### src/hwc_pkg.sv
// Shared types and constants for the hit time-window clusterer.
// Used by every module of the block; no dependencies of its own.
package hwc_pkg;

   localparam int NUM_CLASSES = 4;
   localparam int TIME_W = 32;
   localparam int ENERGY_W = 20;
   localparam int SUM_W = 32;
   localparam int TAG_W = 3;
   localparam int CSR_DATA_W = 32;
   localparam int CSR_ADDR_W = 3;

   localparam int HIT_QUEUE_DEPTH = 4;
   localparam int RSP_QUEUE_DEPTH = 4;

   localparam logic [TIME_W-1:0] WINDOW_RESET = 32'd1000;
   localparam logic [TIME_W-1:0] CUTOFF_RESET = 32'd1000000000;

   // register index, taken from paddr bit 2
   localparam logic REG_WINDOW = 1'b0;
   localparam logic REG_CUTOFF = 1'b1;

   typedef struct packed {
      logic [TIME_W-1:0]                       hit_time;
      logic [NUM_CLASSES-1:0][ENERGY_W-1:0]    energy;
      logic [TAG_W-1:0]                        tag;
      logic                                    last;
   } raw_hit_type;

   typedef struct packed {
      raw_hit_type hit;
      logic        over_cutoff;
   } hit_type;

   typedef struct packed {
      logic [TIME_W-1:0]                    cluster_start;
      logic [TIME_W-1:0]                    cluster_end;
      logic [NUM_CLASSES-1:0][SUM_W-1:0]    sums;
      logic [SUM_W-1:0]                     total;
      logic [TAG_W-1:0]                     tag;
      logic                                 event_final;
      logic                                 last_of_item;
   } rsp_type;

   // result slots the engine can write in the same cycle
   typedef struct packed {
      logic a_valid;
      logic b_valid;
   } push_type;

endpackage

### src/hwc_hit_queue.sv
// Front part: accepts hits, flags those past the late cutoff, and queues them.
// Depends on hwc_pkg.
module hwc_hit_queue #(
   parameter int DEPTH = hwc_pkg::HIT_QUEUE_DEPTH
) (
   input  logic                              clock,
   input  logic                              reset,
   input  logic                              push_valid,
   output logic                              push_ready,
   input  hwc_pkg::raw_hit_type              push_item,
   input  logic [hwc_pkg::TIME_W-1:0]        late_cutoff,
   input  logic                              pop,
   output logic                              head_valid,
   output hwc_pkg::hit_type                  head_item
);

   localparam int PTR_W = (DEPTH > 1) ? $clog2(DEPTH) : 1;
   localparam int CNT_W = $clog2(DEPTH + 1);

   hwc_pkg::hit_type     mem_ff [DEPTH];
   logic [PTR_W-1:0]     wr_ptr_ff, wr_ptr_in;
   logic [PTR_W-1:0]     rd_ptr_ff, rd_ptr_in;
   logic [CNT_W-1:0]     count_ff, count_in;
   logic                 push;
   hwc_pkg::hit_type     classified;

   assign push_ready = (count_ff != CNT_W'(DEPTH));
   assign push       = push_valid & push_ready;
   assign head_valid = (count_ff != '0);
   assign head_item  = mem_ff[rd_ptr_ff];

   // classify against the cutoff on the way in
   always_comb begin
      classified.hit         = push_item;
      classified.over_cutoff = (push_item.hit_time > late_cutoff);
   end

   // advance pointers and occupancy
   always_comb begin
      wr_ptr_in = wr_ptr_ff;
      rd_ptr_in = rd_ptr_ff;
      if (push) begin
         wr_ptr_in = (wr_ptr_ff == PTR_W'(DEPTH - 1)) ? '0 : wr_ptr_ff + 1'b1;
      end
      if (pop) begin
         rd_ptr_in = (rd_ptr_ff == PTR_W'(DEPTH - 1)) ? '0 : rd_ptr_ff + 1'b1;
      end
      count_in = CNT_W'(count_ff + CNT_W'(push) - CNT_W'(pop));
   end

   always_ff @(posedge clock) begin
      if (reset) begin
         wr_ptr_ff <= '0;
         rd_ptr_ff <= '0;
         count_ff  <= '0;
      end else begin
         wr_ptr_ff <= wr_ptr_in;
         rd_ptr_ff <= rd_ptr_in;
         count_ff  <= count_in;
      end
   end

   // hold item storage
   always_ff @(posedge clock) begin
      if (push) begin
         mem_ff[wr_ptr_ff] <= classified;
      end
   end

endmodule

### src/hwc_cluster_engine.sv
// Back part: applies one queued hit per cycle while the result queue has room
// to the open cluster and writes up to two finished clusters. Depends on hwc_pkg.
module hwc_cluster_engine (
   input  logic                          clock,
   input  logic                          reset,
   input  logic [hwc_pkg::TIME_W-1:0]    window_length,
   input  logic                          head_valid,
   input  hwc_pkg::hit_type              head_item,
   input  logic                          room,
   output logic                          pop,
   output hwc_pkg::push_type             push,
   output hwc_pkg::rsp_type              slot_a,
   output hwc_pkg::rsp_type              slot_b
);

   localparam int TOT_W = hwc_pkg::SUM_W + 3;

   logic                                                 open_ff, open_in;
   logic                                                 cut_ff, cut_in;
   logic [hwc_pkg::TIME_W-1:0]                           start_ff, start_in;
   logic [hwc_pkg::TIME_W-1:0]                           end_ff, end_in;
   logic [hwc_pkg::NUM_CLASSES-1:0][hwc_pkg::SUM_W-1:0]  sums_ff, sums_in;
   logic [hwc_pkg::SUM_W-1:0]                            total_ff, total_in;
   logic [hwc_pkg::TAG_W-1:0]                            tag_ff, tag_in;

   logic [hwc_pkg::TIME_W-1:0]                           t;
   logic                                                 cut_now, take, close, keep;
   logic [hwc_pkg::TIME_W:0]                             limit;
   logic [hwc_pkg::NUM_CLASSES-1:0][hwc_pkg::SUM_W-1:0]  sums_new;
   logic [hwc_pkg::SUM_W-1:0]                            total_new;
   logic [hwc_pkg::SUM_W:0]                              class_wide;
   logic [TOT_W-1:0]                                     total_wide;
   logic                                                 post_open;
   logic [hwc_pkg::TIME_W-1:0]                           post_start, post_end;
   logic [hwc_pkg::TAG_W-1:0]                            post_tag;
   logic [hwc_pkg::NUM_CLASSES-1:0][hwc_pkg::SUM_W-1:0]  post_sums;
   logic [hwc_pkg::SUM_W-1:0]                            post_total;
   logic                                                 emit_a, emit_b;

   assign pop = head_valid & room;
   assign t   = head_item.hit.hit_time;

   // classify against the open cluster
   always_comb begin
      cut_now = cut_ff | head_item.over_cutoff;
      take    = ~cut_now;
      limit   = {1'b0, start_ff} + {1'b0, window_length};
      close   = take & open_ff & ({1'b0, t} > limit);
      keep    = open_ff & ~close;
   end

   // saturating class sums and total
   always_comb begin
      total_wide = keep ? TOT_W'(total_ff) : '0;
      for (int i = 0; i < hwc_pkg::NUM_CLASSES; i++) begin
         class_wide = (keep ? {1'b0, sums_ff[i]} : '0) +
                      (hwc_pkg::SUM_W + 1)'(head_item.hit.energy[i]);
         sums_new[i] = class_wide[hwc_pkg::SUM_W] ? '1 : class_wide[hwc_pkg::SUM_W-1:0];
         total_wide  = total_wide + TOT_W'(head_item.hit.energy[i]);
      end
      total_new = (total_wide[TOT_W-1:hwc_pkg::SUM_W] != '0) ? '1
                                                             : total_wide[hwc_pkg::SUM_W-1:0];
   end

   // cluster after this hit
   always_comb begin
      if (take) begin
         post_open  = 1'b1;
         post_start = keep ? start_ff : t;
         post_tag   = keep ? tag_ff : head_item.hit.tag;
         post_end   = t;
         post_sums  = sums_new;
         post_total = total_new;
      end else begin
         post_open  = open_ff;
         post_start = start_ff;
         post_tag   = tag_ff;
         post_end   = end_ff;
         post_sums  = sums_ff;
         post_total = total_ff;
      end
      emit_a = pop & close & (total_ff != '0);
      emit_b = pop & head_item.hit.last & post_open & (post_total != '0);
   end

   // next state: end of event drops the cluster and the cutoff
   always_comb begin
      open_in  = open_ff;
      cut_in   = cut_ff;
      start_in = start_ff;
      end_in   = end_ff;
      sums_in  = sums_ff;
      total_in = total_ff;
      tag_in   = tag_ff;
      if (pop) begin
         start_in = post_start;
         end_in   = post_end;
         sums_in  = post_sums;
         total_in = post_total;
         tag_in   = post_tag;
         if (head_item.hit.last) begin
            open_in = 1'b0;
            cut_in  = 1'b0;
         end else begin
            open_in = post_open;
            cut_in  = cut_now;
         end
      end
   end

   always_ff @(posedge clock) begin
      if (reset) begin
         open_ff <= 1'b0;
         cut_ff  <= 1'b0;
      end else begin
         open_ff <= open_in;
         cut_ff  <= cut_in;
      end
   end

   always_ff @(posedge clock) begin
      start_ff <= start_in;
      end_ff   <= end_in;
      sums_ff  <= sums_in;
      total_ff <= total_in;
      tag_ff   <= tag_in;
   end

   // closed cluster first, then the flush at end of event
   always_comb begin
      push.a_valid        = emit_a;
      push.b_valid        = emit_b;
      slot_a.cluster_start = start_ff;
      slot_a.cluster_end   = end_ff;
      slot_a.sums          = sums_ff;
      slot_a.total         = total_ff;
      slot_a.tag           = tag_ff;
      slot_a.event_final   = head_item.hit.last & ~emit_b;
      slot_a.last_of_item  = ~emit_b;
      slot_b.cluster_start = post_start;
      slot_b.cluster_end   = post_end;
      slot_b.sums          = post_sums;
      slot_b.total         = post_total;
      slot_b.tag           = post_tag;
      slot_b.event_final   = 1'b1;
      slot_b.last_of_item  = 1'b1;
   end

endmodule

### src/hwc_result_queue.sv
// Output buffer: takes up to two clusters a cycle, hands out one per item.
// Depends on hwc_pkg.
module hwc_result_queue #(
   parameter int DEPTH = hwc_pkg::RSP_QUEUE_DEPTH
) (
   input  logic                 clock,
   input  logic                 reset,
   input  hwc_pkg::push_type    push,
   input  hwc_pkg::rsp_type     slot_a,
   input  hwc_pkg::rsp_type     slot_b,
   output logic                 room,
   output logic                 out_valid,
   input  logic                 out_ready,
   output hwc_pkg::rsp_type     out_item
);

   localparam int PTR_W = (DEPTH > 1) ? $clog2(DEPTH) : 1;
   localparam int CNT_W = $clog2(DEPTH + 1);

   hwc_pkg::rsp_type     mem_ff [DEPTH];
   logic [PTR_W-1:0]     wr_ptr_ff, wr_ptr_in;
   logic [PTR_W-1:0]     rd_ptr_ff, rd_ptr_in;
   logic [PTR_W-1:0]     wr_next;
   logic [PTR_W-1:0]     b_addr;
   logic [CNT_W-1:0]     count_ff, count_in;
   logic                 pop;

   // room for two results
   assign room      = (count_ff <= CNT_W'(DEPTH - 2));
   assign out_valid = (count_ff != '0);
   assign out_item  = mem_ff[rd_ptr_ff];
   assign pop       = out_valid & out_ready;
   assign wr_next   = (wr_ptr_ff == PTR_W'(DEPTH - 1)) ? '0 : wr_ptr_ff + 1'b1;
   assign b_addr    = push.a_valid ? wr_next : wr_ptr_ff;

   always_comb begin
      wr_ptr_in = wr_ptr_ff;
      if (push.a_valid && push.b_valid) begin
         wr_ptr_in = (wr_next == PTR_W'(DEPTH - 1)) ? '0 : wr_next + 1'b1;
      end else if (push.a_valid || push.b_valid) begin
         wr_ptr_in = wr_next;
      end
      rd_ptr_in = rd_ptr_ff;
      if (pop) begin
         rd_ptr_in = (rd_ptr_ff == PTR_W'(DEPTH - 1)) ? '0 : rd_ptr_ff + 1'b1;
      end
      count_in = CNT_W'(count_ff + CNT_W'(push.a_valid) + CNT_W'(push.b_valid) - CNT_W'(pop));
   end

   always_ff @(posedge clock) begin
      if (reset) begin
         wr_ptr_ff <= '0;
         rd_ptr_ff <= '0;
         count_ff  <= '0;
      end else begin
         wr_ptr_ff <= wr_ptr_in;
         rd_ptr_ff <= rd_ptr_in;
         count_ff  <= count_in;
      end
   end

   // store results in order
   always_ff @(posedge clock) begin
      if (push.a_valid) begin
         mem_ff[wr_ptr_ff] <= slot_a;
      end
      if (push.b_valid) begin
         mem_ff[b_addr] <= slot_b;
      end
   end

endmodule

### src/hit_time_window_clusterer_core.sv
// Hit time-window clusterer, top level: register port, hit queue, cluster
// engine and result queue. Depends on hwc_pkg and the three hwc_ modules.
//
// Hits of an event arrive in time order, one item per cycle at full rate. A
// hit is queued, then applied to the open cluster by the engine (window
// compare and saturating sums), which writes zero, one or two clusters to
// the result queue. Results leave at one item per cycle while rsp_ready is
// high, so a hit that both closes a cluster and ends its event yields two
// results. The engine takes a hit only when the result queue has two free
// entries. The engine registers the results of a hit in the result queue as
// it takes the hit, so the first is valid in the cycle after the take.
// window_length and late_cutoff sit at byte addresses 0 and 4 and may be
// changed only while no hit is in flight.
module hit_time_window_clusterer_core #(
   parameter int HIT_QUEUE_DEPTH = hwc_pkg::HIT_QUEUE_DEPTH,
   parameter int RSP_QUEUE_DEPTH = hwc_pkg::RSP_QUEUE_DEPTH
) (
   input  logic                                 clock,
   input  logic                                 reset,

   input  logic                                 req_valid,
   output logic                                 req_ready,
   input  logic [hwc_pkg::TIME_W-1:0]           req_hit_time,
   input  logic [hwc_pkg::ENERGY_W-1:0]         req_class0_energy,
   input  logic [hwc_pkg::ENERGY_W-1:0]         req_class1_energy,
   input  logic [hwc_pkg::ENERGY_W-1:0]         req_class2_energy,
   input  logic [hwc_pkg::ENERGY_W-1:0]         req_class3_energy,
   input  logic [hwc_pkg::TAG_W-1:0]            req_detector_tag,
   input  logic                                 req_event_last_hit,

   output logic                                 rsp_valid,
   input  logic                                 rsp_ready,
   output logic [hwc_pkg::TIME_W-1:0]           rsp_cluster_start,
   output logic [hwc_pkg::TIME_W-1:0]           rsp_cluster_end,
   output logic [hwc_pkg::SUM_W-1:0]            rsp_sum_class0,
   output logic [hwc_pkg::SUM_W-1:0]            rsp_sum_class1,
   output logic [hwc_pkg::SUM_W-1:0]            rsp_sum_class2,
   output logic [hwc_pkg::SUM_W-1:0]            rsp_sum_class3,
   output logic [hwc_pkg::SUM_W-1:0]            rsp_sum_total,
   output logic [hwc_pkg::TAG_W-1:0]            rsp_detector_out,
   output logic                                 rsp_event_final,
   output logic                                 rsp_last_of_item,

   input  logic                                 csr_psel,
   input  logic                                 csr_penable,
   input  logic                                 csr_pwrite,
   input  logic [hwc_pkg::CSR_ADDR_W-1:0]       csr_paddr,
   input  logic [hwc_pkg::CSR_DATA_W-1:0]       csr_pwdata,
   output logic [hwc_pkg::CSR_DATA_W-1:0]       csr_prdata,
   output logic                                 csr_pready
);

   logic [hwc_pkg::TIME_W-1:0]   window_ff, window_in;
   logic [hwc_pkg::TIME_W-1:0]   cutoff_ff, cutoff_in;
   logic                         csr_write;
   logic                         reg_index;

   hwc_pkg::raw_hit_type         req_item;
   logic                         head_valid;
   hwc_pkg::hit_type             head_item;
   logic                         hit_pop;
   logic                         rsp_room;
   hwc_pkg::push_type            push;
   hwc_pkg::rsp_type             slot_a, slot_b;
   hwc_pkg::rsp_type             rsp_item;

   // register port
   assign csr_pready = 1'b1;
   assign csr_write  = csr_psel & csr_penable & csr_pwrite & csr_pready;
   assign reg_index  = csr_paddr[2];

   always_comb begin
      window_in = window_ff;
      cutoff_in = cutoff_ff;
      if (csr_write) begin
         unique case (reg_index)
            hwc_pkg::REG_WINDOW: window_in = csr_pwdata;
            hwc_pkg::REG_CUTOFF: cutoff_in = csr_pwdata;
            default:             window_in = window_ff;
         endcase
      end
   end

   always_comb begin
      unique case (reg_index)
         hwc_pkg::REG_WINDOW: csr_prdata = window_ff;
         hwc_pkg::REG_CUTOFF: csr_prdata = cutoff_ff;
         default:             csr_prdata = '0;
      endcase
   end

   always_ff @(posedge clock) begin
      if (reset) begin
         window_ff <= hwc_pkg::WINDOW_RESET;
         cutoff_ff <= hwc_pkg::CUTOFF_RESET;
      end else begin
         window_ff <= window_in;
         cutoff_ff <= cutoff_in;
      end
   end

   // pack the incoming item
   always_comb begin
      req_item.hit_time  = req_hit_time;
      req_item.energy[0] = req_class0_energy;
      req_item.energy[1] = req_class1_energy;
      req_item.energy[2] = req_class2_energy;
      req_item.energy[3] = req_class3_energy;
      req_item.tag       = req_detector_tag;
      req_item.last      = req_event_last_hit;
   end

   hwc_hit_queue #(
      .DEPTH (HIT_QUEUE_DEPTH)
   ) u_hit_queue (
      .clock       (clock),
      .reset       (reset),
      .push_valid  (req_valid),
      .push_ready  (req_ready),
      .push_item   (req_item),
      .late_cutoff (cutoff_ff),
      .pop         (hit_pop),
      .head_valid  (head_valid),
      .head_item   (head_item)
   );

   hwc_cluster_engine u_engine (
      .clock         (clock),
      .reset         (reset),
      .window_length (window_ff),
      .head_valid    (head_valid),
      .head_item     (head_item),
      .room          (rsp_room),
      .pop           (hit_pop),
      .push          (push),
      .slot_a        (slot_a),
      .slot_b        (slot_b)
   );

   hwc_result_queue #(
      .DEPTH (RSP_QUEUE_DEPTH)
   ) u_result_queue (
      .clock     (clock),
      .reset     (reset),
      .push      (push),
      .slot_a    (slot_a),
      .slot_b    (slot_b),
      .room      (rsp_room),
      .out_valid (rsp_valid),
      .out_ready (rsp_ready),
      .out_item  (rsp_item)
   );

   // unpack the outgoing item
   assign rsp_cluster_start = rsp_item.cluster_start;
   assign rsp_cluster_end   = rsp_item.cluster_end;
   assign rsp_sum_class0    = rsp_item.sums[0];
   assign rsp_sum_class1    = rsp_item.sums[1];
   assign rsp_sum_class2    = rsp_item.sums[2];
   assign rsp_sum_class3    = rsp_item.sums[3];
   assign rsp_sum_total     = rsp_item.total;
   assign rsp_detector_out  = rsp_item.tag;
   assign rsp_event_final   = rsp_item.event_final;
   assign rsp_last_of_item  = rsp_item.last_of_item;

   // the end of an event is always the last result of its item
   a_final_is_last: assert property (@(posedge clock) disable iff (reset)
      rsp_valid && rsp_event_final |-> rsp_last_of_item)
      else $error("event_final without last_of_item");

   // results come only from a hit taken this cycle
   a_push_with_pop: assert property (@(posedge clock) disable iff (reset)
      (push.a_valid || push.b_valid) |-> hit_pop && rsp_room)
      else $error("result written without a hit");

   // two results only when the hit ends its event
   a_two_at_end: assert property (@(posedge clock) disable iff (reset)
      (push.a_valid && push.b_valid) |-> head_item.hit.last)
      else $error("two results from a hit that does not end the event");

   // nothing to deliver right after reset
   a_empty_after_reset: assert property (@(posedge clock)
      $past(reset) && !reset |-> !rsp_valid)
      else $error("result valid right after reset");

endmodule

### config.mk
export PLATFORM = sky130hd
export DESIGN_NAME = hit_time_window_clusterer_core
export DESIGN_NICKNAME = d
export VERILOG_FILES = /design/src/hwc_pkg.sv /design/src/hwc_hit_queue.sv /design/src/hwc_cluster_engine.sv /design/src/hwc_result_queue.sv /design/src/hit_time_window_clusterer_core.sv
export SDC_FILE = /design/constraint.sdc
export NUM_CORES = 2
export LEC_CHECK = 0
export BUFFER_PORTS_ARGS = -buffer_cell sky130_fd_sc_hd__buf_2
export CAP_MARGIN = 30
export CORE_ASPECT_RATIO = 0.9
export CORE_MARGIN = 1.5
export CORE_UTILIZATION = 62
export DETAILED_ROUTE_END_ITERATION = 8
export PLACE_DENSITY_LB_ADDON = 0.2
export SYNTH_ARGS = -nofsm -noshare
export SYNTH_HDL_FRONTEND = slang
export SYNTH_SLANG_ARGS = --single-unit
### constraint.sdc
create_clock -name clock -period 22.7 [get_ports clock]
set_input_delay 3.405 -clock clock [delete_from_list [all_inputs] [get_ports clock]]
set_output_delay 3.405 -clock clock [all_outputs]
set_load 0.03 [all_outputs]
==> results.yml <==
cells_and_area:
  final_net_count: 7482
  multi_input_area_um2: 31700
  seq_area_um2: 50000
  final_common_cell: "edfxtp_1"
  drive_above_1_share_pct: 16.3
  fillers: 9605
  layout_common_cells: "1603 x edfxtp_1, 818 x o21ai_0, 733 x nand3_1, 519 x nand2_1, 459 x inv_1"
  area_growth_pct: 9.87
sta:
  tightest_slew_ns: 1.17
  final.setup.tns_ns: 0
  fmax_mhz: 63.5
  finalClockSkew_ns: 0.0341
  rsz0062_at_grt: "no"
  fin_crit_ns: 15.75
  finalCritPeriodShare_pct: 69.4
  slew_violations: 0
  setup_violations: 0
  slew_headroom_pct: 21.9
  hold_viol: 0
die:
  die_h_um: 356
  start_util_pct: 62.4
  dieArea_um2: 140000
  core_region_area_um2: 137000
  rows: 129
  ios: 422
  die_w_um: 395
placement:
  routabilityCongestion: 0.921
  numPortBuffers: 418
  dp_hpwl_um: 155000
clock_tree:
  clock-sinks: 1695
  clk_latency_ns: 0.82
  postCtsSetupBuffers: 0
  cts_tree: "yes"
  cts-root-buf: "clkbuf_16"
  cts.repair.resized: 0
  numCtsBuffers: 171
  postCtsHoldBufs: 0
  clk_pin_slew_ns: 0.06
  clockBufferDepth: 3
  htreeDepth: 4
synthesis:
  syn_area_um2: 85700
  synth_edf_count: 1603
  synth_cells: 6856
  yosysWarnings: 0
  synth.avg_cell_area_um2: 12.5
  synth_nets: 7298
  synth-seq-cells: 1695
  synth_top_flop_cell: "edfxtp_1"
  ys_types: 87
  async_flop_share_pct: 0
  ys_seq_area_share_pct: 58.3
route:
  drcViolationCount: 0
  num_vias: 60462
  viasPerCell: 6.70
  drt_iter0_drc: 9094
  routed_wl_um: 248000
  first_pass_iters: 9
  ant_nets: 0
  wl_per_cell_um: 27.4
grt:
  grt_pass1_wl_um: 364000
  grt_pass1_vias: 57528
  grt_max_degree: 231
  overflow: 0
  grt_usage_pct: 34.8
  antenna_found_initial: 43
setup_path:
  cp.buffers_inverters: 9
  crit_arrival_ns: 16.26
  critPathKind: "register to register"
  critical_path.slowest_cell: "buf_12"
  critPathRequiredTime_ns: 23.22
  critPathTopFamily: "compound AO/OA/AOI/OAI gates"
  worstSetupStartpointType: "register"
  endpoint_kind: "register"
  worst-path-max-fanout: 223
  cp_common_cell: "buf_4"
  slowest_delay_ns: 0.79
min_path:
  worstHoldPathType: "register to register"
status:
  status: "completed"
flow_run:
  cap_violations: 0
==> per-layer routing <==
| layer | vias up | global-route usage (%) | share of wire [%] |
|---|---|---|---|
| met4 | 28 | 10.8 | 2.9 |
| li1 | 26266 | - | - |
| met5 | - | 0 | 0.063 |
| met2 | 4099 | 51.3 | 44 |
| met3 | 442 | 10.3 | 14 |
| met1 | 29627 | 50.5 | 38 |
==> final timing paths <==
check / startpoint / end / slack [ns] / cells past startpoint
max: u_engine.start_ff[7] / u_result_queue.mem_ff[2][78] / 6.95 / 44
max reg2reg: u_engine.start_ff[7] / u_result_queue.mem_ff[2][78] / 6.95 / 44
min: u_result_queue.mem_ff[3][0] / u_result_queue.mem_ff[3][0] / 0.47 / 2
min reg2reg: u_result_queue.mem_ff[3][0] / u_result_queue.mem_ff[3][0] / 0.47 / 2
==> sequential cells by signal, summed over array words and instances, names as in the netlist, 3 cells and up, named ones only <==
name and cells:
cutoff_ff 32, u_engine.end_ff 32, u_engine.slot_a 128, u_engine.start_ff 32, u_engine.tag_ff 3, u_engine.total_ff 32, u_hit_queue.count_ff 3, u_hit_queue.mem_ff 468
u_result_queue.count_ff 3, u_result_queue.mem_ff 916, window_ff 32
==> worst register-to-register path: cells and delay by family (launching register included) <==
kind	cells	cell delay, ns
compound gates	20	6.20
buf+inv	9	3.68
fa+ha+maj	6	2.57
simple gates	8	2.34
flops	1	0.55
xor+xnor	1	0.10
==> cells in the mapped netlist, types with 15 or more instances <==
master / count / area, um2
buf_2: 87 / 435
nor3_1: 51 / 255
o21ai_0: 818 / 4090
o21ai_1: 165 / 826
and2_1: 93 / 582
o211ai_1: 30 / 225
xor2_1: 45 / 394
a211o_1: 16 / 140
a21oi_1: 272 / 1360
nand2b_1: 30 / 188
xnor2_1: 67 / 587
fa_1: 67 / 1340
o21a_1: 35 / 263
mux2i_1: 81 / 811
a211oi_1: 17 / 128
buf_1: 93 / 349
nand2_1: 523 / 1960
buf_4: 26 / 195
nor2_1: 132 / 495
ha_1: 217 / 2720
edfxtp_1: 1603 / 48100
or3_1: 15 / 93.8
o22ai_1: 54 / 338
buf_6: 41 / 462
dfxtp_1: 92 / 1840
clkbuf_1: 229 / 860
a31oi_1: 36 / 225
mux4_2: 346 / 7790
nor2b_1: 25 / 156
inv_1: 459 / 1720
nand3_1: 733 / 3670
a21o_1: 46 / 345
mux2_2: 36 / 405
nand4_1: 27 / 169
and3_1: 43 / 269
==> area by class of cell <==
class / count / area share [%]
Sequential cell: 1695 / 53.1
Multi-Input combinational cell: 4217 / 33.7
Clock buffer: 212 / 4.74
Timing Repair Buffer: 496 / 3.19
Tap cell: 1834 / 2.44
Inverter: 459 / 1.83
Clock inverter: 96 / 0.974
Antenna cell: 14 / 0.0372
==> cell families after synthesis <==
kind of cell | after synthesis | synth area share (%)
other cells | 1 | 0.00438
buf+inv | 944 | 4.86
compound gates | 1626 | 10.7
flops | 1695 | 58.3
simple gates | 1731 | 9.67
fa+ha+maj | 284 | 4.73
xor+xnor | 112 | 1.14
mux | 463 | 10.5
==> through the flow <==
stage | util, % | hold WS (ns) | worst slack (ns) | instance area (um2) | instances
2_1_floorplan | - | 0.437 | 6.85 | 85700 | 6856
3_3_place_gp | 64.4 | 0.454 | 7.16 | 88400 | 8687
3_5_place_dp | 64.5 | 0.458 | 7.31 | 88600 | 8696
4_1_cts | 68.4 | 0.470 | 7.20 | 94000 | 9004
5_1_grt | 68.5 | 0.489 | 6.14 | 94100 | 9015
6_report | 68.5 | 0.469 | 6.95 | 94100 | 9023
Power is not shown: default switching activity piles up to over one toggle a cycle in this logic, so the estimate is an artifact.
